**src/rtl/vsb_pkg.sv**
```systemverilog
// Shared types, widths, register codes and reset values for the Verlet step block.
package vsb_pkg;

  localparam int POS_W      = 24;
  localparam int RAD_W      = 16;
  localparam int MV_W       = POS_W + 1;
  localparam int DAMP_W     = 8;
  localparam int DMV_W      = MV_W + DAMP_W;
  localparam int DT_W       = 16;
  localparam int ACC_W      = 16;
  localparam int EXT_W      = 15;
  localparam int CFG_ADDR_W = 3;
  localparam int CFG_DATA_W = 16;

  localparam int FRAC_BITS_DEF = 8;
  localparam int QUEUE_DEPTH   = 2;

  localparam logic [POS_W-1:0] POS_MAX_C = {1'b0, {(POS_W-1){1'b1}}};
  localparam logic [POS_W-1:0] POS_MIN_C = {1'b1, {(POS_W-1){1'b0}}};

  localparam logic [DT_W-1:0]   STEP_TIME_RST   = 16'd1092;
  localparam logic [ACC_W-1:0]  ACCEL_X_RST     = 16'd0;
  localparam logic [ACC_W-1:0]  GRAVITY_Y_RST   = 16'd200;
  localparam logic [DAMP_W-1:0] DAMPING_RST     = 8'd40;
  localparam logic [EXT_W-1:0]  AREA_WIDTH_RST  = 15'd800;
  localparam logic [EXT_W-1:0]  AREA_HEIGHT_RST = 15'd450;
  localparam logic [DT_W-1:0]   DT2_RST =
    16'((32'(STEP_TIME_RST) * 32'(STEP_TIME_RST)) >> 16);

  typedef enum logic [CFG_ADDR_W-1:0] {
    CFG_STEP_TIME   = 3'd0,
    CFG_ACCEL_X     = 3'd1,
    CFG_GRAVITY_Y   = 3'd2,
    CFG_DAMPING     = 3'd3,
    CFG_AREA_WIDTH  = 3'd4,
    CFG_AREA_HEIGHT = 3'd5
  } cfg_idx_t;

  // One particle after the front stage: position, motion and drag term per axis.
  typedef struct packed {
    logic signed [POS_W-1:0] pos_x;
    logic signed [POS_W-1:0] pos_y;
    logic signed [MV_W-1:0]  mv_x;
    logic signed [MV_W-1:0]  mv_y;
    logic signed [DMV_W-1:0] dmv_x;
    logic signed [DMV_W-1:0] dmv_y;
    logic        [RAD_W-1:0] radius;
  } front_item_t;

endpackage

```
**src/rtl/vsb_queue.sv**
```systemverilog
// Short queue between the front stage and the back pipeline.
module vsb_queue (
  input  logic                  clk,
  input  logic                  rst_n,
  input  logic                  in_valid,
  output logic                  in_ready,
  input  vsb_pkg::front_item_t  in_item,
  output logic                  out_valid,
  input  logic                  out_ready,
  output vsb_pkg::front_item_t  out_item
);

  localparam int DEPTH = vsb_pkg::QUEUE_DEPTH;
  localparam int AW    = (DEPTH > 1) ? $clog2(DEPTH) : 1;
  localparam int CW    = $clog2(DEPTH + 1);

  vsb_pkg::front_item_t mem_r [DEPTH];
  logic [AW-1:0] wr_ptr_r;
  logic [AW-1:0] wr_ptr_nxt;
  logic [AW-1:0] rd_ptr_r;
  logic [AW-1:0] rd_ptr_nxt;
  logic [CW-1:0] count_r;
  logic [CW-1:0] count_nxt;
  logic          push;
  logic          pop;

  assign in_ready  = (count_r != CW'(DEPTH));
  assign out_valid = (count_r != '0);
  assign push      = in_valid && in_ready;
  assign pop       = out_valid && out_ready;
  assign out_item  = mem_r[rd_ptr_r];

  always_comb begin
    wr_ptr_nxt = wr_ptr_r;
    rd_ptr_nxt = rd_ptr_r;
    count_nxt  = count_r;
    if (push) begin
      wr_ptr_nxt = (wr_ptr_r == AW'(DEPTH - 1)) ? '0 : wr_ptr_r + 1'b1;
    end
    if (pop) begin
      rd_ptr_nxt = (rd_ptr_r == AW'(DEPTH - 1)) ? '0 : rd_ptr_r + 1'b1;
    end
    if (push && !pop) begin
      count_nxt = count_r + 1'b1;
    end else if (pop && !push) begin
      count_nxt = count_r - 1'b1;
    end
  end

  always_ff @(posedge clk) begin
    if (!rst_n) begin
      wr_ptr_r <= '0;
      rd_ptr_r <= '0;
      count_r  <= '0;
    end else begin
      wr_ptr_r <= wr_ptr_nxt;
      rd_ptr_r <= rd_ptr_nxt;
      count_r  <= count_nxt;
    end
  end

  always_ff @(posedge clk) begin
    if (push) begin
      mem_r[wr_ptr_r] <= in_item;
    end
  end

  a_count_bound: assert property (@(posedge clk) disable iff (!rst_n)
    count_r <= CW'(DEPTH))
    else $error("queue count beyond depth");

  a_count_track: assert property (@(posedge clk) disable iff (!rst_n)
    (push && !pop) |=> (count_r == $past(count_r) + 1'b1))
    else $error("queue count did not follow a push");

  a_fill_stops: assert property (@(posedge clk) disable iff (!rst_n)
    (count_r == CW'(DEPTH)) |-> !in_ready)
    else $error("queue takes a beat while full");

endmodule

```
**config.mk**
```make
export PLATFORM = sky130hd
export DESIGN_NAME = vsb_queue
export DESIGN_NICKNAME = d
export VERILOG_FILES = /design/src/rtl/vsb_pkg.sv /design/src/rtl/vsb_queue.sv
export SDC_FILE = /design/constraint.sdc
export NUM_CORES = 1
export LEC_CHECK = 0
export ABC_AREA = 1
export BUFFER_PORTS_ARGS = -buffer_cell sky130_fd_sc_hd__clkbuf_2
export CORE_UTILIZATION = 47
export DETAILED_ROUTE_END_ITERATION = 12
export PLACE_DENSITY = 0.72
export SLEW_MARGIN = 20
export SYNTH_ARGS = -nofsm -noshare
export SYNTH_HDL_FRONTEND = slang
export SYNTH_SLANG_ARGS = --single-unit
```
**constraint.sdc**
```tcl
create_clock -name clk -period 9.2 [get_ports clk]
set_input_delay 0.46 -clock clk [delete_from_list [all_inputs] [get_ports clk]]
set_output_delay 0.46 -clock clk [all_outputs]
set_load 0.01 [all_outputs]
```
==> impl_results.md <==
- Result of the run: complete, no violations
- Vias in the first global route: 6890
- EDFF count, synth: 360
- Met2 routed WL: 12.8 mm
- Setup crit end kind: output port
- Fraction of registers with async set/reset: 0%
- Core footprint: 28200 um2
- Transition at the pin with the smallest max-transition slack: 1.05 ns
- Total of flip-flops plus latches after synthesis: 365
- Post-route worst setup slack: 5.43 ns
- GP Congestion: 0.782
- Pre-CTS setup slack: 5.92 ns
- First drt pass iteration count: 4
- Final cycle utilization of the critical path: 41.0%
- DRC violation count after routing: 0
- Total track usage: 16.7%
- Hold buffers post-CTS: 0
- Sequential cell area fraction in the yosys report: 80.1%
- Buffer type at the clock tree root: sky130_fd_sc_hd__clkbuf_16
- Unique masters post-synth: 15
- Port Buf Inserts: 365
- Global-route wire length before repair: 37.0 mm
- Top post-synthesis cells by area: sky130_fd_sc_hd__edfxtp_1 79%, sky130_fd_sc_hd__mux2_4 11%, sky130_fd_sc_hd__mux2_2 6.6%
- Fin Setup TNS: 0 ns
- Net count of the finished layout: 1175
- Slowest stage cell, crit path: sky130_fd_sc_hd__buf_4
- Setup Skew: 0.00763 ns
- Clock Path Buffers: 3
- Critical path's most frequent cell: sky130_fd_sc_hd__buf_4
- PostCTS Resize Cnt: 0
- Setup CP Type: reg -> out
- Yosys warnings: 0
- Starting density of the core: 48.4%
- Final count of hold timing violations: 0
- Worst setup SP type: flip-flop
- Routed vias/inst: 4.95
- Post-detail-place hpwl: 17.7 mm
- Detailed Route WL: 26.3 mm
- Clock latency on the worst-skew pair: 0.50 ns
- Die footprint: 29700 um2
- Post-CTS Repair Setup Buffers: 0
- Detailed router's first-iteration violation count: 358
- Dominant register cell in the synthesized netlist: sky130_fd_sc_hd__edfxtp_1
- Share of final-layout standard cells stronger than drive strength 1: 59.3%
- Average wire per cell in the routed design: 18.8 um
- Layout filler cell count: 2088
- Floorplan die height: 172 um
- Top cell family by delay on the critical path: buffers and inverters
- Post-synthesis average cell area: 22.8 um2
- Final count of pins violating max slew: 0
- Worst supply voltage drop on vdd: 0.176 mV
- Number of standard-cell rows in the floorplan: 61
- Total number of clock tree sinks: 365
- Count of final setup violators: 0
- Maximum number of pins on one net before global-route repair: 76
- Remaining antenna violation count: 0
- RSZ-0062 raised after global routing: false
- Vias: 6897
- Maximum net fanout on the critical path: 59
- Final period demand of the worst path: 3.77 ns
- Post-synthesis to final-layout area growth: 24.4%
- Met3 Wirelength: 2.26 mm
- Clock input transition at the sequential cells of the worst setup and hold paths: 0.06 ns
- Post-route cell area: 17000 um2
- Cts bufs inserted: 37
- DIE WIDTH: 172 um
- Routed length on met1: 10.4 mm
- Number of top-level design ports: 366
- Hold crit path type: in -> reg
- Total gr overflow: 0
- Area fraction of the dominant cell type after synthesis: 79.3%
- Initial antenna violation count: 2
- Static Leakage: 6.60 nW
- Peak Freq: 0.265 GHz
- Cell with the most instances after synthesis: sky130_fd_sc_hd__edfxtp_1
- Buf/Inv on CP: 3
- Worst hold slack: 0.141 ns
- Synthesized Nets: 782
- Maximum single-stage delay on the critical path: 0.77 ns
- Dpl cell area: 15800 um2
- Signal arrival time at the worst endpoint: 3.31 ns
- Cell types with the highest counts after synthesis: 360 x sky130_fd_sc_hd__edfxtp_1, 100 x sky130_fd_sc_hd__mux2_4, 80 x sky130_fd_sc_hd__mux2_2, 12 x sky130_fd_sc_hd__buf_6, 9 x sky130_fd_sc_hd__nand2_1
- Clock tree from TritonCTS: built
- Ordered cell list for the critical path: buf_4 -> buf_4 -> mux2_2 -> clkbuf_2
- Count of H-tree levels built during CTS: 2
- Top layer reached by signal wires: met5
- Power per standard cell area: 272 nW/um2
- Required time of the worst setup path: 8.74 ns
- Biggest area consumer among synthesized cells: sky130_fd_sc_hd__edfxtp_1
- Area of the mapped netlist: 13600 um2
- Post-Synthesis Cells: 597
- Max Cap Violations: 0
- Max-slew headroom at the worst pin: 29.9%
-- kinds of logic after synthesis --
group / share of synthesized area (%)
flip-flops: 80.1
multiplexers: 17.6
buffers and inverters: 1.51
AND/OR/NAND/NOR: 0.551
AO/OA/AOI/OAI: 0.165
adder cells (fa/ha/maj): 0.0918
-- routing by layer --
layer / GRT usage [%] / up-vias
met4: 7.12 / 2
met2: 28.1 / 292
met3: 5.31 / 60
li1: - / 3162
met5: 0 / -
met1: 19.8 / 3381
-- sequential cells by signal (all words and copies together) (netlist names), named ones only --
name      count
mem_r       360
count_r       2
wr_ptr_r      1
rd_ptr_r      1
-- placed cells by master, fill, tap and decap left out, types with 2 or more instances in the layout --
cell type / count
sky130_fd_sc_hd__clkbuf_2: 365
sky130_fd_sc_hd__edfxtp_1: 360
sky130_fd_sc_hd__mux2_4: 100
sky130_fd_sc_hd__mux2_2: 80
sky130_fd_sc_hd__clkbuf_16: 39
sky130_fd_sc_hd__clkbuf_1: 13
sky130_fd_sc_hd__nand2_1: 9
sky130_fd_sc_hd__buf_4: 9
sky130_fd_sc_hd__inv_1: 8
sky130_fd_sc_hd__nor2_1: 6
sky130_fd_sc_hd__clkinv_1: 6
sky130_fd_sc_hd__dfxtp_1: 4
sky130_fd_sc_hd__clkinv_2: 3
sky130_fd_sc_hd__nor2_4: 2
sky130_fd_sc_hd__o21ai_0: 2
-- power by group --
part           internal, mW  leakage [nW]  switching (mW)
registers              2.11          3.40          0.0696
logic                 0.500          2.67           0.552
clock network         0.803         0.536           0.577
-- layout make-up --
| cell class | instances | area (um2) | share of cell area, % |
|---|---|---|---|
| antenna | 1 | 2.50 | 0.0148 |
| clock buffer | 52 | 1020 | 6.05 |
| clock inverter | 12 | 83.8 | 0.495 |
| inverter | 8 | 30.0 | 0.177 |
| multi-input combinational | 204 | 2530 | 14.9 |
| sequential | 365 | 10900 | 64.4 |
| tap | 378 | 473 | 2.79 |
| timing repair buffer | 374 | 1890 | 11.2 |
-- worst reg2reg max path, stage by stage, from the launching register on --
cell and delay [ns]:
sky130_fd_sc_hd__dfxtp_1 0.35, sky130_fd_sc_hd__inv_1 0.09, sky130_fd_sc_hd__nand2_1 0.08, sky130_fd_sc_hd__nand2_1 0.17, sky130_fd_sc_hd__nor2_4 0.13, sky130_fd_sc_hd__buf_4 0.48, sky130_fd_sc_hd__buf_4 0.79
-- metrics by stage --
| step | total power, mW | utilization (%) | cells |
|---|---|---|---|
| after floorplan | 2.96 | - | 597 |
| after global placement | 3.26 | 56.2 | 1329 |
| after detailed placement | 3.28 | 56.2 | 1329 |
| after CTS | 4.66 | 60.2 | 1393 |
| after global routing | 4.80 | 60.2 | 1394 |
| final | 4.61 | 60.2 | 1394 |
-- path summary, 6_finish.rpt --
kind,start,to,slack [ns],cells past startpoint
worst max-delay path,flip-flop,out_item[160],5.43,4
worst min-delay path,in_item[113],mem_r[0][113]$_DFFE_PP_,0.14,1
worst min register to register,rd_ptr_r$_SDFFE_PN0P_,rd_ptr_r$_SDFFE_PN0P_,0.51,2
worst max register to register,count_r[0]$_SDFFE_PN0P_,mem_r[0][71]$_DFFE_PP_,6.68,6
No activity file was read; power rests on OpenSTA's default activity.
