==> src/rtl/vsb_pkg.sv <==
// Shared types, widths, register codes and reset values for the Verlet step block.
package vsb_pkg;

  localparam int POS_W      = 24;
  localparam int RAD_W      = 16;
  localparam int MV_W       = POS_W + 1;
  localparam int DAMP_W     = 8;
  localparam int DMV_W      = MV_W + DAMP_W;
  localparam int DT_W       = 16;
  localparam int ACC_W      = 16;
  localparam int EXT_W      = 15;
  localparam int CFG_ADDR_W = 3;
  localparam int CFG_DATA_W = 16;

  localparam int FRAC_BITS_DEF = 8;
  localparam int QUEUE_DEPTH   = 2;

  localparam logic [POS_W-1:0] POS_MAX_C = {1'b0, {(POS_W-1){1'b1}}};
  localparam logic [POS_W-1:0] POS_MIN_C = {1'b1, {(POS_W-1){1'b0}}};

  localparam logic [DT_W-1:0]   STEP_TIME_RST   = 16'd1092;
  localparam logic [ACC_W-1:0]  ACCEL_X_RST     = 16'd0;
  localparam logic [ACC_W-1:0]  GRAVITY_Y_RST   = 16'd200;
  localparam logic [DAMP_W-1:0] DAMPING_RST     = 8'd40;
  localparam logic [EXT_W-1:0]  AREA_WIDTH_RST  = 15'd800;
  localparam logic [EXT_W-1:0]  AREA_HEIGHT_RST = 15'd450;
  localparam logic [DT_W-1:0]   DT2_RST =
    16'((32'(STEP_TIME_RST) * 32'(STEP_TIME_RST)) >> 16);

  typedef enum logic [CFG_ADDR_W-1:0] {
    CFG_STEP_TIME   = 3'd0,
    CFG_ACCEL_X     = 3'd1,
    CFG_GRAVITY_Y   = 3'd2,
    CFG_DAMPING     = 3'd3,
    CFG_AREA_WIDTH  = 3'd4,
    CFG_AREA_HEIGHT = 3'd5
  } cfg_idx_t;

  // One particle after the front stage: position, motion and drag term per axis.
  typedef struct packed {
    logic signed [POS_W-1:0] pos_x;
    logic signed [POS_W-1:0] pos_y;
    logic signed [MV_W-1:0]  mv_x;
    logic signed [MV_W-1:0]  mv_y;
    logic signed [DMV_W-1:0] dmv_x;
    logic signed [DMV_W-1:0] dmv_y;
    logic        [RAD_W-1:0] radius;
  } front_item_t;

endpackage

==> src/rtl/vsb_back.sv <==
// Back pipeline: force times dt squared, step with saturation, wall clamp and bounce.
module vsb_back #(
  parameter int FRAC_BITS = vsb_pkg::FRAC_BITS_DEF
) (
  input  logic                               clk,
  input  logic                               rst_n,
  input  logic                               in_valid,
  output logic                               in_ready,
  input  vsb_pkg::front_item_t               in_item,
  input  logic        [vsb_pkg::DT_W-1:0]    dt2,
  input  logic signed [vsb_pkg::ACC_W-1:0]   accel_x,
  input  logic signed [vsb_pkg::ACC_W-1:0]   gravity_y,
  input  logic        [vsb_pkg::EXT_W-1:0]   area_width,
  input  logic        [vsb_pkg::EXT_W-1:0]   area_height,
  output logic                               out_valid,
  input  logic                               out_ready,
  output logic signed [vsb_pkg::POS_W-1:0]   next_x,
  output logic signed [vsb_pkg::POS_W-1:0]   next_y,
  output logic signed [vsb_pkg::POS_W-1:0]   next_prev_x,
  output logic signed [vsb_pkg::POS_W-1:0]   next_prev_y,
  output logic                               hit_x,
  output logic                               hit_y
);

  localparam int POS_W = vsb_pkg::POS_W;
  localparam int MV_W  = vsb_pkg::MV_W;
  localparam int DMV_W = vsb_pkg::DMV_W;
  localparam int ACC_W = vsb_pkg::ACC_W;
  localparam int EXT_W = vsb_pkg::EXT_W;
  localparam int RAD_W = vsb_pkg::RAD_W;
  localparam int DT_W  = vsb_pkg::DT_W;
  // Force width covers both the shifted acceleration and the drag product.
  localparam int FW    = ((ACC_W + FRAC_BITS > DMV_W) ? ACC_W + FRAC_BITS : DMV_W) + 1;
  localparam int PW    = FW + DT_W + 1;
  localparam int TW    = PW - DT_W;
  localparam int SW    = TW + 2;
  localparam int CLW   = ((EXT_W + FRAC_BITS > POS_W) ? EXT_W + FRAC_BITS : POS_W) + 4;

  logic adv1;
  logic adv2;
  logic adv3;

  logic s1_v_r;
  logic s2_v_r;
  logic s3_v_r;

  // Per-axis views of the incoming item and settings.
  logic signed [POS_W-1:0] in_pos [2];
  logic signed [MV_W-1:0]  in_mv  [2];
  logic signed [DMV_W-1:0] in_dmv [2];
  logic signed [ACC_W-1:0] acc    [2];
  logic        [EXT_W-1:0] ext    [2];

  logic signed [FW-1:0]    acc_w  [2];
  logic signed [FW-1:0]    dmv_w  [2];
  logic signed [FW-1:0]    force_w[2];
  logic signed [PW-1:0]    prod   [2];

  logic signed [PW-1:0]    s1_prod_r [2];
  logic signed [POS_W-1:0] s1_pos_r  [2];
  logic signed [MV_W-1:0]  s1_mv_r   [2];
  logic        [RAD_W-1:0] s1_rad_r;

  logic signed [TW-1:0]    term   [2];
  logic signed [SW-1:0]    sum    [2];
  logic signed [POS_W-1:0] n_sat  [2];
  logic signed [CLW-1:0]   hi     [2];

  logic signed [POS_W-1:0] s2_n_r   [2];
  logic signed [POS_W-1:0] s2_pos_r [2];
  logic signed [CLW-1:0]   s2_hi_r  [2];
  logic        [RAD_W-1:0] s2_rad_r;

  logic signed [CLW-1:0]   nw     [2];
  logic signed [CLW-1:0]   radw;
  logic signed [CLW-1:0]   c_lo   [2];
  logic signed [CLW-1:0]   c_fin  [2];
  logic signed [CLW-1:0]   cm     [2];
  logic signed [CLW-1:0]   last_a [2];
  logic signed [CLW-1:0]   last_b [2];
  logic signed [POS_W-1:0] last_s [2];

  logic signed [POS_W-1:0] s3_next_r [2];
  logic signed [POS_W-1:0] s3_prev_r [2];
  logic                    s3_hit_r  [2];

  assign adv3     = !s3_v_r || out_ready;
  assign adv2     = !s2_v_r || adv3;
  assign adv1     = !s1_v_r || adv2;
  assign in_ready = adv1;

  assign in_pos[0] = in_item.pos_x;
  assign in_pos[1] = in_item.pos_y;
  assign in_mv[0]  = in_item.mv_x;
  assign in_mv[1]  = in_item.mv_y;
  assign in_dmv[0] = in_item.dmv_x;
  assign in_dmv[1] = in_item.dmv_y;
  assign acc[0]    = accel_x;
  assign acc[1]    = gravity_y;
  assign ext[0]    = area_width;
  assign ext[1]    = area_height;

  assign radw = $signed({{(CLW-RAD_W){1'b0}}, s2_rad_r});

  for (genvar a = 0; a < 2; a++) begin : g_axis
    // Stage 1: force and its product with dt squared.
    assign acc_w[a]   = $signed({{(FW-ACC_W){acc[a][ACC_W-1]}}, acc[a]}) <<< FRAC_BITS;
    assign dmv_w[a]   = $signed({{(FW-DMV_W){in_dmv[a][DMV_W-1]}}, in_dmv[a]});
    assign force_w[a] = acc_w[a] - dmv_w[a];
    assign prod[a]    = force_w[a] * $signed({1'b0, dt2});

    // Stage 2: the slice is a shift that rounds toward minus infinity.
    assign term[a] = $signed(s1_prod_r[a][PW-1:DT_W]);
    assign sum[a]  = $signed({{(SW-POS_W){s1_pos_r[a][POS_W-1]}}, s1_pos_r[a]})
                   + $signed({{(SW-MV_W){s1_mv_r[a][MV_W-1]}}, s1_mv_r[a]})
                   + $signed({{2{term[a][TW-1]}}, term[a]});
    assign n_sat[a] = (sum[a][SW-1:POS_W-1] == '0 || sum[a][SW-1:POS_W-1] == '1)
                    ? sum[a][POS_W-1:0]
                    : (sum[a][SW-1] ? vsb_pkg::POS_MIN_C : vsb_pkg::POS_MAX_C);
    assign hi[a] = $signed({{(CLW-EXT_W){1'b0}}, ext[a]} << FRAC_BITS)
                 - $signed({{(CLW-RAD_W){1'b0}}, s1_rad_r});

    // Stage 3: lower bound first, so an inverted range ends on the upper bound.
    assign nw[a]    = $signed({{(CLW-POS_W){s2_n_r[a][POS_W-1]}}, s2_n_r[a]});
    assign c_lo[a]  = (nw[a] < radw) ? radw : nw[a];
    assign c_fin[a] = (c_lo[a] > s2_hi_r[a]) ? s2_hi_r[a] : c_lo[a];
    assign cm[a]    = c_fin[a] - nw[a];
    assign last_a[a] = $signed({{(CLW-POS_W){s2_pos_r[a][POS_W-1]}}, s2_pos_r[a]}) + cm[a];
    assign last_b[a] = (cm[a] != '0) ? (c_fin[a] <<< 1) - last_a[a] : last_a[a];
    assign last_s[a] = (last_b[a][CLW-1:POS_W-1] == '0 || last_b[a][CLW-1:POS_W-1] == '1)
                     ? last_b[a][POS_W-1:0]
                     : (last_b[a][CLW-1] ? vsb_pkg::POS_MIN_C : vsb_pkg::POS_MAX_C);

    always_ff @(posedge clk) begin
      if (adv1) begin
        s1_prod_r[a] <= prod[a];
        s1_pos_r[a]  <= in_pos[a];
        s1_mv_r[a]   <= in_mv[a];
      end
      if (adv2) begin
        s2_n_r[a]   <= n_sat[a];
        s2_pos_r[a] <= s1_pos_r[a];
        s2_hi_r[a]  <= hi[a];
      end
      if (adv3) begin
        s3_next_r[a] <= c_fin[a][POS_W-1:0];
        s3_prev_r[a] <= last_s[a];
        s3_hit_r[a]  <= (cm[a] != '0);
      end
    end
  end

  always_ff @(posedge clk) begin
    if (adv1) begin
      s1_rad_r <= in_item.radius;
    end
    if (adv2) begin
      s2_rad_r <= s1_rad_r;
    end
  end

  always_ff @(posedge clk) begin
    if (!rst_n) begin
      s1_v_r <= 1'b0;
      s2_v_r <= 1'b0;
      s3_v_r <= 1'b0;
    end else begin
      if (adv1) begin
        s1_v_r <= in_valid;
      end
      if (adv2) begin
        s2_v_r <= s1_v_r;
      end
      if (adv3) begin
        s3_v_r <= s2_v_r;
      end
    end
  end

  assign out_valid   = s3_v_r;
  assign next_x      = s3_next_r[0];
  assign next_y      = s3_next_r[1];
  assign next_prev_x = s3_prev_r[0];
  assign next_prev_y = s3_prev_r[1];
  assign hit_x       = s3_hit_r[0];
  assign hit_y       = s3_hit_r[1];

  a_stage2_holds: assert property (@(posedge clk) disable iff (!rst_n)
    (s2_v_r && !adv2) |=> (s2_v_r && $stable(s2_n_r[0]) && $stable(s2_n_r[1])))
    else $error("stalled stage 2 lost its particle");

  a_stall_chain: assert property (@(posedge clk) disable iff (!rst_n)
    (s1_v_r && s2_v_r && s3_v_r && !out_ready) |-> !in_ready)
    else $error("back pipeline takes a beat while full and stalled");

  a_no_hit_keeps_pos: assert property (@(posedge clk) disable iff (!rst_n)
    (s3_v_r && !s3_hit_r[0]) |-> (s3_prev_r[0] == $past(s2_pos_r[0]) || !$past(adv3)))
    else $error("x previous changed without a wall hit");

endmodule

==> config.mk <==
export PLATFORM = sky130hd
export DESIGN_NAME = vsb_back
export DESIGN_NICKNAME = d
export VERILOG_FILES = /design/src/rtl/vsb_pkg.sv /design/src/rtl/vsb_back.sv
export SDC_FILE = /design/constraint.sdc
export NUM_CORES = 2
export LEC_CHECK = 0
export ABC_CLOCK_PERIOD_IN_PS = 14200
export BUFFER_PORTS_ARGS = -buffer_cell sky130_fd_sc_hd__clkbuf_2
export CAP_MARGIN = 20
export CORE_MARGIN = 2
export CORE_UTILIZATION = 35
export CTS_CLUSTER_DIAMETER = 40
export DETAILED_ROUTE_END_ITERATION = 16
export SLEW_MARGIN = 40
export SYNTH_ARGS = -nofsm -noshare
export SYNTH_HDL_FRONTEND = slang
export SYNTH_SLANG_ARGS = --single-unit
==> constraint.sdc <==
create_clock -name clk -period 14.2 [get_ports clk]
set_input_delay 2.84 -clock clk [delete_from_list [all_inputs] [get_ports clk]]
set_output_delay 2.84 -clock clk [all_outputs]
set_load 0.01 [all_outputs]
==> results.py <==
metrics = {
    "status": {
        "status": "finished, final reports clean",
    },
    "timing": {
        "max_clock_freq_ghz": 0.0750,
        "fin_crit_sh": 0.939,
        "setup_tns_ns": 0,
        "clock_skew_ns": 0.0493,
        "finalHoldViolCount": 0,
        "setup_violations": 0,
        "relSlewSlack": 0.390,
        "rsz0062_at_grt": "no",
        "period_minus_slack_ns": 13.34,
        "tightest_slew_ns": 0.910,
        "drv_slew": 0,
    },
    "final_layout": {
        "drive_gt1_frac": 0.0992,
        "final_cell_mix": "1348 x inv_1, 1108 x fa_1, 880 x nand2_1",
        "final_common_cell": "inv_1",
        "final_nets": 9661,
        "area_growth_pct": 12.0,
    },
    "floorplanning": {
        "die_w_um": 450,
        "dieHeight_um": 450,
        "num_rows": 163,
        "core-area_um2": 197000,
        "die-area_um2": 202000,
        "ios": 362,
        "initial_core_util": 0.353,
    },
    "global_route": {
        "antenna_found_initial": 6,
        "grt_max_degree": 71,
        "grt_util_all_layers": 0.206,
        "grt_pass1_vias": 55500,
        "grt_overflow": 0,
        "grt_pass1_wl_um": 322000,
    },
    "synthesis": {
        "yosysSeqAreaShare": 0.188,
        "yosysTopAreaCell": "fa_1",
        "async_flop_share": 0,
        "syn-instance-count": 7346,
        "yosys.area.top_type_share": 0.319,
        "synth_cell_types": 100,
        "synth_area_um2": 69600,
        "synth-main-ff-cell": "edfxtp_1",
        "synthTopCellsByArea": "fa_1 32%, edfxtp_1 19%, ha_1 11%",
        "synthesis.nets": 9317,
        "ys_warn_count": 0,
        "synth_edf_count": 433,
        "postSynthAreaPerCell_um2": 9.48,
        "ys_ff_latch": 436,
    },
    "route": {
        "drtPass1Iterations": 5,
        "drtIter0Drc": 3278,
        "via_count": 52700,
        "post_drt_via_cell_ratio": 5.07,
        "drtAntennaViolNets": 0,
        "wl_um": 209000,
        "drc": 0,
        "wl_per_cell_um": 20.1,
    },
    "clocking": {
        "clock_path_buffers": 3,
        "cts_sinks": 436,
        "clkSlewWorstSetupHoldPaths_ns": 0.05,
        "clock_latency_ns": 0.71,
        "cts_buffers": 80,
        "cts_tree": "done",
        "htreeDepth": 3,
        "clockRootBuffer": "clkbuf_16",
        "holdBufCountCts": 0,
    },
    "worst_hold_path": {
        "whs_path_depth": 0,
        "hp-class": "register to register",
    },
    "worst_setup_path": {
        "criticalPathCategory": "register to register",
        "required_ns": 14.69,
        "reg2reg_depth": 60,
        "critPathLaunchType": "register",
        "ff2ff_setup_slack_ns": 0.86,
        "crit_top_cell": "a21o_1",
        "cp-end-kind": "register",
        "cp.arrival_ns": 13.83,
        "critPathMaxFanout": 38,
        "cp_slowest_stage_delay_ns": 0.47,
        "crit_slowest_cell": "or3_1",
    },
    "placed_design": {
        "port-buffer-count": 361,
        "dp_hpwl_um": 169000,
        "gp_congestion": 0.915,
    },
    "job": {
        "drv_cap": 0,
    },
}
==> final timing paths <==
kind / from / endpoint
worst max-delay path: s2_rad_r[1]$_DFFE_PP_ / s3_prev_r[0][21]$_DFFE_PP_
worst min-delay path: s1_pos_r[0][27]$_DFFE_PP_ / s2_pos_r[0][27]$_DFFE_PP_
worst max register to register: s2_rad_r[1]$_DFFE_PP_ / s3_prev_r[0][21]$_DFFE_PP_
worst min register to register: s1_pos_r[0][27]$_DFFE_PP_ / s2_pos_r[0][27]$_DFFE_PP_
==> synth_stat cells, types with 22 or more instances <==
| library cell | instances |
|---|---|
| xor2_1 | 116 |
| and3_1 | 38 |
| nor2b_1 | 67 |
| o21a_1 | 69 |
| xnor2_1 | 251 |
| nor3_1 | 85 |
| ha_1 | 601 |
| edfxtp_1 | 433 |
| nor2_1 | 338 |
| o21bai_1 | 36 |
| clkbuf_1 | 224 |
| and2_1 | 428 |
| o211ai_1 | 27 |
| nand2_1 | 882 |
| nand2b_1 | 50 |
| nand3_1 | 54 |
| a31oi_1 | 34 |
| fa_1 | 1108 |
| a21o_1 | 137 |
| nand4_1 | 31 |
| a21oi_1 | 350 |
| or3_1 | 23 |
| inv_1 | 1349 |
| nor4_1 | 22 |
| o21ai_0 | 202 |
==> worst max-delay path, delay by kind of cell, from the launching register on <==
family,cells,cell delay (ns)
xor gates and xnor gates,3,0.65
AOI/OAI and AO/OA,37,7.44
DFF,1,0.43
buffers and inverters,3,0.54
and+or+nand+nor,11,2.24
adders and majority gates,6,1.82
==> sequential cells by signal, summed over array words and instances (netlist names), 2 cells and up <==
register	count
s1_prod_r	70
s1_mv_r	50
s1_pos_r	48
s2_n_r	48
s2_pos_r	48
s3_next_r	48
s3_prev_r	48
s2_hi_r	39
s1_rad_r	16
s2_rad_r	16
s3_hit_r	2
==> per-stage QoR <==
stage,util,hold slack [ns],setup slack (ns),instance area (um2),std cells
4_1_cts,0.394,0.463,0.387,77900,10400
6_report,0.395,0.454,0.863,78000,10400
2_1_floorplan,-,0.426,1.87,69600,7346
3_5_place_dp,0.380,0.434,0.434,75100,10200
3_3_place_gp,0.380,0.441,0.609,75000,10200
5_1_grt,0.395,0.483,0.0463,78000,10400
==> per-layer routing <==
metal,vias to the layer above,routed length (um),GRT usage
li1,24300,-,-
met1,26600,89000,0.267
met3,324,10700,0.0254
met4,4,9120,0.0835
met5,-,27,0
met2,1538,99800,0.348
==> timing repair <==
item	in CTS	in global routing
resized for setup	0	11
buffers inserted	0	1
endpoints found under the setup margin	0	46
==> final cells by class <==
type / count / area, um2
Clock buffer: 86 / 2020
Clock inverter: 59 / 717
Fill cell: 19700 / 119000
Multi-Input combinational cell: 5317 / 50800
Timing Repair Buffer: 505 / 2970
Tap cell: 2640 / 3300
Antenna cell: 4 / 10.0
Inverter: 1350 / 5070
Sequential cell: 436 / 13100
==> logic make-up after synthesis <==
group                    share of synthesized area
AO/OA/AOI/OAI                                0.102
XOR/XNOR                                    0.0467
adder cells (fa/ha/maj)                      0.427
buffers and inverters                       0.0866
flip-flops                                   0.188
multiplexers                               0.00365
AND/OR/NAND/NOR                              0.146
Power is left out: the tool's default activity adds up to more than one toggle a clock period on the data nets, which glitch-free logic cannot reach.
