File: src/rtl/vsb_pkg.sv
// Shared types, widths, register codes and reset values for the Verlet step block.
package vsb_pkg;

  localparam int POS_W      = 24;
  localparam int RAD_W      = 16;
  localparam int MV_W       = POS_W + 1;
  localparam int DAMP_W     = 8;
  localparam int DMV_W      = MV_W + DAMP_W;
  localparam int DT_W       = 16;
  localparam int ACC_W      = 16;
  localparam int EXT_W      = 15;
  localparam int CFG_ADDR_W = 3;
  localparam int CFG_DATA_W = 16;

  localparam int FRAC_BITS_DEF = 8;
  localparam int QUEUE_DEPTH   = 2;

  localparam logic [POS_W-1:0] POS_MAX_C = {1'b0, {(POS_W-1){1'b1}}};
  localparam logic [POS_W-1:0] POS_MIN_C = {1'b1, {(POS_W-1){1'b0}}};

  localparam logic [DT_W-1:0]   STEP_TIME_RST   = 16'd1092;
  localparam logic [ACC_W-1:0]  ACCEL_X_RST     = 16'd0;
  localparam logic [ACC_W-1:0]  GRAVITY_Y_RST   = 16'd200;
  localparam logic [DAMP_W-1:0] DAMPING_RST     = 8'd40;
  localparam logic [EXT_W-1:0]  AREA_WIDTH_RST  = 15'd800;
  localparam logic [EXT_W-1:0]  AREA_HEIGHT_RST = 15'd450;
  localparam logic [DT_W-1:0]   DT2_RST =
    16'((32'(STEP_TIME_RST) * 32'(STEP_TIME_RST)) >> 16);

  typedef enum logic [CFG_ADDR_W-1:0] {
    CFG_STEP_TIME   = 3'd0,
    CFG_ACCEL_X     = 3'd1,
    CFG_GRAVITY_Y   = 3'd2,
    CFG_DAMPING     = 3'd3,
    CFG_AREA_WIDTH  = 3'd4,
    CFG_AREA_HEIGHT = 3'd5
  } cfg_idx_t;

  // One particle after the front stage: position, motion and drag term per axis.
  typedef struct packed {
    logic signed [POS_W-1:0] pos_x;
    logic signed [POS_W-1:0] pos_y;
    logic signed [MV_W-1:0]  mv_x;
    logic signed [MV_W-1:0]  mv_y;
    logic signed [DMV_W-1:0] dmv_x;
    logic signed [DMV_W-1:0] dmv_y;
    logic        [RAD_W-1:0] radius;
  } front_item_t;

endpackage

File: src/rtl/vsb_front.sv
// Front stage: takes a particle beat, forms the motion per axis and its drag product.
module vsb_front (
  input  logic                               clk,
  input  logic                               rst_n,
  input  logic                               in_valid,
  output logic                               in_ready,
  input  logic signed [vsb_pkg::POS_W-1:0]   pos_x,
  input  logic signed [vsb_pkg::POS_W-1:0]   pos_y,
  input  logic signed [vsb_pkg::POS_W-1:0]   prev_x,
  input  logic signed [vsb_pkg::POS_W-1:0]   prev_y,
  input  logic        [vsb_pkg::RAD_W-1:0]   radius,
  input  logic        [vsb_pkg::DAMP_W-1:0]  damping,
  output logic                               out_valid,
  input  logic                               out_ready,
  output vsb_pkg::front_item_t               out_item
);

  logic                          v_r;
  logic                          v_nxt;
  vsb_pkg::front_item_t          item_r;
  vsb_pkg::front_item_t          item_nxt;
  logic signed [vsb_pkg::MV_W-1:0]  mv_x;
  logic signed [vsb_pkg::MV_W-1:0]  mv_y;
  logic signed [vsb_pkg::DMV_W:0]   dmv_x_full;
  logic signed [vsb_pkg::DMV_W:0]   dmv_y_full;
  logic                          load;

  assign in_ready = !v_r || out_ready;
  assign load     = in_valid && in_ready;

  assign mv_x = $signed({pos_x[vsb_pkg::POS_W-1], pos_x})
              - $signed({prev_x[vsb_pkg::POS_W-1], prev_x});
  assign mv_y = $signed({pos_y[vsb_pkg::POS_W-1], pos_y})
              - $signed({prev_y[vsb_pkg::POS_W-1], prev_y});

  // Damping is unsigned, so it enters the product with a zero sign bit.
  assign dmv_x_full = $signed({1'b0, damping}) * mv_x;
  assign dmv_y_full = $signed({1'b0, damping}) * mv_y;

  always_comb begin
    item_nxt.pos_x  = pos_x;
    item_nxt.pos_y  = pos_y;
    item_nxt.mv_x   = mv_x;
    item_nxt.mv_y   = mv_y;
    item_nxt.dmv_x  = dmv_x_full[vsb_pkg::DMV_W-1:0];
    item_nxt.dmv_y  = dmv_y_full[vsb_pkg::DMV_W-1:0];
    item_nxt.radius = radius;
  end

  assign v_nxt = load ? 1'b1 : (out_ready ? 1'b0 : v_r);

  always_ff @(posedge clk) begin
    if (!rst_n) begin
      v_r <= 1'b0;
    end else begin
      v_r <= v_nxt;
    end
  end

  always_ff @(posedge clk) begin
    if (load) begin
      item_r <= item_nxt;
    end
  end

  assign out_valid = v_r;
  assign out_item  = item_r;

endmodule

File: config.mk
export PLATFORM = sky130hd
export DESIGN_NAME = vsb_front
export DESIGN_NICKNAME = d
export VERILOG_FILES = /design/src/rtl/vsb_pkg.sv /design/src/rtl/vsb_front.sv
export SDC_FILE = /design/constraint.sdc
export NUM_CORES = 1
export LEC_CHECK = 0
export ABC_AREA = 1
export BUFFER_PORTS_ARGS = -buffer_cell sky130_fd_sc_hd__clkbuf_2
export CELL_PAD_IN_SITES_DETAIL_PLACEMENT = 0
export CELL_PAD_IN_SITES_GLOBAL_PLACEMENT = 1
export CORE_MARGIN = 2
export CORE_UTILIZATION = 48
export CTS_CLUSTER_DIAMETER = 50
export CTS_CLUSTER_SIZE = 8
export DETAILED_ROUTE_END_ITERATION = 8
export PLACE_DENSITY = 0.95
export RECOVER_POWER = 25
export SYNTH_ARGS = -nofsm -noshare
export SYNTH_HDL_FRONTEND = slang
export SYNTH_SLANG_ARGS = --single-unit
File: constraint.sdc
create_clock -name clk -period 15.5 [get_ports clk]
set_input_delay 0.775 -clock clk [delete_from_list [all_inputs] [get_ports clk]]
set_output_delay 0.775 -clock clk [all_outputs]
set_load 0.01 [all_outputs]
==> results.yml, run 1 <==
outcome:
  status: "complete, but fails checks"
  violations: "max-capacitance violations, max-slew violations"
sta:
  finalCriticalPeriod_ns: 6.91
  fin_skew_ns: 0.0116
  fmax_ghz: 0.145
  finalMaxSlewViolations: 104
  period_share_pct: 44.6
  rsz0062_at_grt: "no"
  timing_worst_slew_pin_value_ns: 3.02
  finalSetupTns_ns: 0
  setup-violations-final: 0
  hold_violations: 0
  slew-limit-headroom_pct: -101
drt:
  vias: 20400
  firstDrtPassIters: 6
  drtIter0Drc: 1303
  wire_per_inst_um: 16.3
  routed.top_layer: "met4"
  avgViaCountPerCell: 4.95
  ant_nets: 0
  drc: 0
  met3WireLength_mm: 3.68
  wl_met1_mm: 27.2
  wl_mm: 67.5
  met2_length_mm: 34.2
cts:
  cts_tree: "yes"
  post_cts_buffers: 0
  clock-sinks: 181
  cts_resized: 0
  cts_hold_buffers: 0
  cts-root-buf: "clkbuf_16"
  clockBufferDepth: 2
  clkLatencyLatePin_ns: 0.50
  htreeDepth: 4
  cts_inserted_buffers: 17
  clk_pin_slew_ns: 0.08
grt:
  first_global_vias: 21200
  antenna_found_initial: 1
  grt_pass1_wl_mm: 110
  grt_use_total_pct: 26.9
  overflow: 0
  grt_max_degree: 68
synthesis:
  synth-edff-count: 180
  syn_avg_cell_area_sq_um: 7.74
  postSynth.asyncResetShare_pct: 0
  synth_flop_cell: "edfxtp_1"
  synth.cell_area_sq_mm: 0.0244
  synth_top_area_cell: "fa_1"
  syn-num-nets: 3765
  synthTopCellsByArea: "fa_1 (25%), edfxtp_1 (22%), inv_1 (13%)"
  synth_top_area_share_pct: 25.4
  syn-instance-count: 3153
  ys_warn_count: 0
  ys_ff_latch: 181
  yosysUniqueCellTypes: 35
  yosys-top-cells-count: "inv_1 (830), nand2_1 (792), nor2_1 (343), fa_1 (310), nand3_1 (194)"
  synth-seq-area-share_pct: 22.2
  yosys.cell_count.top_type: "inv_1"
critical_path:
  worstRegToRegCells: 3
  crit_required_ns: 15.77
  crit_fanout: 45
  arrival_ns: 7.18
  timing.rr.end: "out_item[173]$_DFFE_PP_"
  rr_startpoint: "out_valid$_SDFFE_PN0P_"
  critPathCaptureType: "flip-flop"
  crit_type: "in2reg"
  startpoint_type: "input port"
  ff2ff_setup_slack_ns: 11.37
hold_path:
  whs_endpoint: "out_item[15]$_DFFE_PP_"
  min_path_type: "in2reg"
  hold-path-cell-count: 1
  min_from: "radius[15]"
final_layout:
  nets: 4057
  drive_above_1_share_pct: 10.5
  area_growth_pct: 11.8
placement:
  io_buffers: 305
  gp_congestion: 0.976
  dp_hpwl_mm: 56.0
die:
  die_h_um: 229
  die_w_um: 229
  core_area_sq_mm: 0.0502
  fp-row-count: 82
  die_area_sq_mm: 0.0526
  start_util_pct: 48.6
  ios: 306
flow_run:
  max-cap-violations: 2
flip-flops by register name, indices dropped and copies added, names as in the netlist:
| signal | count |
|---|---|
| out_valid | 1 |
| out_item | 180 |
cell usage in the layout (no fill, tap or decap), types with 17 or more instances in the layout:
cell | Yosys | layout
clkbuf_2 | 0 | 246
ha_1 | 178 | 178
xor2_1 | 42 | 42
inv_1 | 830 | 829
clkbuf_16 | 0 | 17
nand4_1 | 23 | 23
nand2_1 | 792 | 792
nand3_1 | 194 | 194
a21oi_1 | 72 | 71
clkbuf_1 | 37 | 62
fa_1 | 310 | 310
nor2_1 | 343 | 343
edfxtp_1 | 180 | 180
nand2_2 | 30 | 30
per-layer routing:
metal / vias up / track usage (%)
li1: 9971 / -
met1: 9642 / 32.3
met2: 680 / 48.2
met3: 136 / 3.54
met4: 0 / 11.7
met5: - / 0
cell families after synthesis:
kind of cell / count (synthesis) / share of synthesized area, %
flip-flops: 181 / 22.2
adder cells (fa/ha/maj): 488 / 34.6
XOR/XNOR: 66 / 2.68
buffers and inverters: 878 / 13.5
AO/OA/AOI/OAI: 92 / 2.03
AND/OR/NAND/NOR: 1448 / 25.0
worst max path at each step:
stage                     from                     end  slack [ns]  cells after the start
floorplan             in_valid   out_item[0]$_DFFE_PP_        5.26                      2
global placement      pos_y[0]  out_item[40]$_DFFE_PP_        8.86                     28
detailed placement    pos_y[0]  out_item[48]$_DFFE_PP_        8.89                     27
CTS                   pos_x[0]  out_item[77]$_DFFE_PP_        9.45                     27
global route        damping[0]  out_item[42]$_DFFE_PP_        8.31                     18
finish              damping[0]  out_item[45]$_DFFE_PP_        8.59                     18
stage by stage:
stage          cell area (sq um)  setup WS (ns)  util, %  cells  hold slack, ns
4_1_cts                    27400           9.45     54.5   4130           0.398
3_3_place_gp               26700           8.86     53.2   4098           0.540
3_5_place_dp               26700           8.89     53.2   4098           0.609
2_1_floorplan              24400           5.26        -   3153           0.595
6_report                   27300           8.59     54.4   4131           0.442
5_1_grt                    27300           8.31     54.4   4131           0.420
critical path, cell delays in order:
cell	delay, ns
clkbuf_2	0.07
clkbuf_1	1.82
inv_1	0.64
nor2_1	0.32
fa_1	0.49
fa_1	0.53
inv_1	0.06
fa_1	0.49
fa_1	0.49
inv_1	0.04
ha_1	0.43
nand2_1	0.19
nor2_1	0.30
nand2_1	0.14
nor2_1	0.10
nand2_1	0.08
nand4_1	0.10
nand2_1	0.06
area by class of cell:
type | instances | area, sq um
multi-input combinational | 2094 | 15700
antenna | 1 | 2.50
fill | 4870 | 22900
tap | 672 | 841
sequential | 181 | 5430
inverter | 835 | 3130
timing repair buffer | 316 | 1520
clock buffer | 17 | 425
clock inverter | 15 | 231
Power of run 1 is left out: the tool's default activity adds up to more than one toggle a clock period on the data nets, which glitch-free logic cannot reach.
==> inputs of run 2 (changes only) <==
--- a/config.mk
+++ b/config.mk
@@ -5,16 +5,16 @@
 export SDC_FILE = /design/constraint.sdc
 export NUM_CORES = 1
 export LEC_CHECK = 0
-export ABC_AREA = 1
+export ABC_AREA = 0
 export BUFFER_PORTS_ARGS = -buffer_cell sky130_fd_sc_hd__clkbuf_2
 export CELL_PAD_IN_SITES_DETAIL_PLACEMENT = 0
 export CELL_PAD_IN_SITES_GLOBAL_PLACEMENT = 1
 export CORE_MARGIN = 2
-export CORE_UTILIZATION = 48
+export CORE_UTILIZATION = 42
 export CTS_CLUSTER_DIAMETER = 50
 export CTS_CLUSTER_SIZE = 8
 export DETAILED_ROUTE_END_ITERATION = 8
-export PLACE_DENSITY = 0.95
+export PLACE_DENSITY = 0.88
 export RECOVER_POWER = 25
 export SYNTH_ARGS = -nofsm -noshare
 export SYNTH_HDL_FRONTEND = slang
==> constraint.sdc (replaced) <==
create_clock -name clk -period 5.7 [get_ports clk]
set_input_delay 0.285 -clock clk [delete_from_list [all_inputs] [get_ports clk]]
set_output_delay 0.285 -clock clk [all_outputs]
set_load 0.01 [all_outputs]
==> results.yml, run 2 <==
outcome:
  status: "complete, but fails checks"
  violations: "max-capacitance violations, max-slew violations, negative setup slack"
sta:
  period_share_pct: 105
  fmax_ghz: 0.168
  finalCriticalPeriod_ns: 5.97
  fin_ws_ns: -0.269
  slew-limit-headroom_pct: -11.3
  hold_violations: 0
  finalMaxSlewViolations: 26
  fin_skew_ns: 0.0238
  timing_worst_slew_pin_value_ns: 1.67
  rsz0062_at_grt: "yes"
  setup-violations-final: 18
final_layout:
  area_growth_pct: 41.8
  regArea_sq_mm: 0.00543
  layout_common_cells: "buf_4 (495), inv_1 (456), fa_1 (300)"
  nets: 3803
  drive_above_1_share_pct: 34.3
  post-route-util_pct: 60.5
  largest_reg_flops: 180
  multi_input_area_sq_mm: 0.0168
  fill_cells: 4361
  final_common_cell: "buf_4"
  antenna_cells: 0
cts:
  htreeDepth: 4
  clockBufferDepth: 2
  cts_tree: "yes"
  clock-sinks: 181
  cts_inserted_buffers: 17
  clkLatencyLatePin_ns: 0.52
  clk_pin_slew_ns: 0.09
  cts-root-buf: "clkbuf_16"
die:
  core_area_sq_mm: 0.0528
  die_area_sq_mm: 0.0555
  die_h_um: 236
  ios: 306
  fp-row-count: 84
  die_w_um: 236
  start_util_pct: 42.7
grt:
  grt_pass1_wl_mm: 107
  overflow: 0
  first_global_vias: 21000
  antenna_found_initial: 1
  grt_max_degree: 73
  grt_use_total_pct: 24.5
drt:
  avgViaCountPerCell: 5.02
  drtIter0Drc: 924
  met2_length_mm: 32.6
  drc: 0
  wl_mm: 67.3
  firstDrtPassIters: 5
  wire_per_inst_um: 17.3
  vias: 19500
  wl_met1_mm: 28.9
  routed.top_layer: "met4"
  ant_nets: 0
  met3WireLength_mm: 3.55
critical_path:
  startpoint_type: "input port"
  cp_num_buf_inv: 5
  crit_type: "in2reg"
  critPathCaptureType: "flip-flop"
  worstRegToRegCells: 4
  ff2ff_setup_slack_ns: 2.25
  timing.rr.end: "out_item[86]$_DFFE_PP_"
  crit_family: "adder cells"
  crit_path_frequent_cell: "fa_2"
  arrival_ns: 6.23
  crit_fanout: 8
  crit_required_ns: 5.96
  slowest_stage: "fa_2"
  rr_startpoint: "out_valid$_SDFFE_PN0P_"
  slowest_delay_ns: 0.53
hold_path:
  hold-path-cell-count: 2
  whs_endpoint: "out_item[176]$_DFFE_PP_"
  min_from: "pos_x[20]"
  min_path_type: "in2reg"
synthesis:
  synth_top_area_cell: "fa_1"
  synth.cell_area_sq_mm: 0.0225
  yosys-top-cells-count: "inv_1 (483), fa_1 (310), nand2_1 (252), and2_1 (200), edfxtp_1 (180)"
  synth_flop_cell: "edfxtp_1"
  syn-num-nets: 2956
  syn-instance-count: 2344
  postSynth.asyncResetShare_pct: 0
  synth-seq-area-share_pct: 24.1
  yosysUniqueCellTypes: 71
  syn_avg_cell_area_sq_um: 9.60
  ys_warn_count: 0
  synth_top_area_share_pct: 27.6
  synthTopCellsByArea: "fa_1 (28%), edfxtp_1 (24%), ha_1 (9.9%)"
  ys_ff_latch: 181
  yosys.cell_count.top_type: "inv_1"
  synth-edff-count: 180
flow_run:
  max-cap-violations: 1
placement:
  dp_hpwl_mm: 52.9
  gp_congestion: 0.907
  io_buffers: 305
run 2: cell count changes in the layout (fill, tap and decap cells not counted), sizes merged, moves of 37 or more:
cell,previous run,this run
buf,8,541
inv,840,486
nand3,197,29
o21ai,6,60
dlygate4sd3,0,57
nand2,824,252
a21oi,72,109
nor2,352,68
xnor2,14,62
a21o,1,44
and2,9,200
run 2: repair_timing:
action / in CTS / in global routing
endpoints found under the hold margin: 56 / 0
pin swaps: 134 / 86
cloned: 0 / 0
setup buffers: 43 / 28
resized for setup: 136 / 160
hold buffers: 57 / 0
setup endpoints to repair: 31 / 33
run 2: logic make-up (layout without fill, tap and decap cells):
family | after synthesis | in the layout | synth area share, %
buffers and inverters | 561 | 1420 | 9.39
XOR/XNOR | 86 | 86 | 3.38
AO/OA/AOI/OAI | 360 | 360 | 10.6
multiplexers | 3 | 3 | 0.133
adder cells (fa/ha/maj) | 488 | 488 | 37.5
AND/OR/NAND/NOR | 665 | 665 | 14.9
flip-flops | 181 | 181 | 24.1
run 2: cell type report:
| class | instances | area share, % |
|---|---|---|
| Multi-Input combinational cell | 1602 | 52.8 |
| Timing Repair Buffer | 906 | 19.9 |
| Sequential cell | 181 | 17.0 |
| Inverter | 483 | 5.77 |
| Tap cell | 688 | 2.70 |
| Clock buffer | 19 | 1.36 |
| Clock inverter | 12 | 0.482 |
run 2: metal layers:
layer  up-vias  track usage (%)
li1       9221                -
met1      9651             31.4
met2       539             41.2
met3       136             4.66
met4         0             9.03
met5         -                0
run 2: through the flow:
stage | hold slack, ns | worst slack (ns) | std cells | setup TNS [ns] | instance area [sq um]
floorplan | 0.384 | -0.330 | 2344 | -1.50 | 23400
global placement | 0.462 | -0.999 | 3738 | -27.76 | 29000
detailed placement | 0.464 | -1.18 | 3738 | -30.77 | 29000
CTS | 0.0163 | -0.257 | 3864 | -1.00 | 31100
global route | 0.0817 | -0.472 | 3891 | -7.02 | 31900
finish | 0.0752 | -0.269 | 3891 | -1.82 | 31900
run 2: worst max path at each step:
| stage | startpoint | end | slack, ns | cells past startpoint |
|---|---|---|---|---|
| 2_1_floorplan | pos_y[9] | out_item[48]$_DFFE_PP_ | -0.33 | 23 |
| 6_report | pos_x[0] | out_item[81]$_DFFE_PP_ | -0.27 | 26 |
| 3_3_place_gp | prev_x[1] | out_item[80]$_DFFE_PP_ | -1.0 | 25 |
| 5_1_grt | pos_x[0] | out_item[81]$_DFFE_PP_ | -0.47 | 26 |
| 4_1_cts | pos_x[0] | out_item[81]$_DFFE_PP_ | -0.26 | 26 |
| 3_5_place_dp | pos_x[0] | out_item[81]$_DFFE_PP_ | -1.18 | 26 |
Power of run 2 is left out for the same reason.
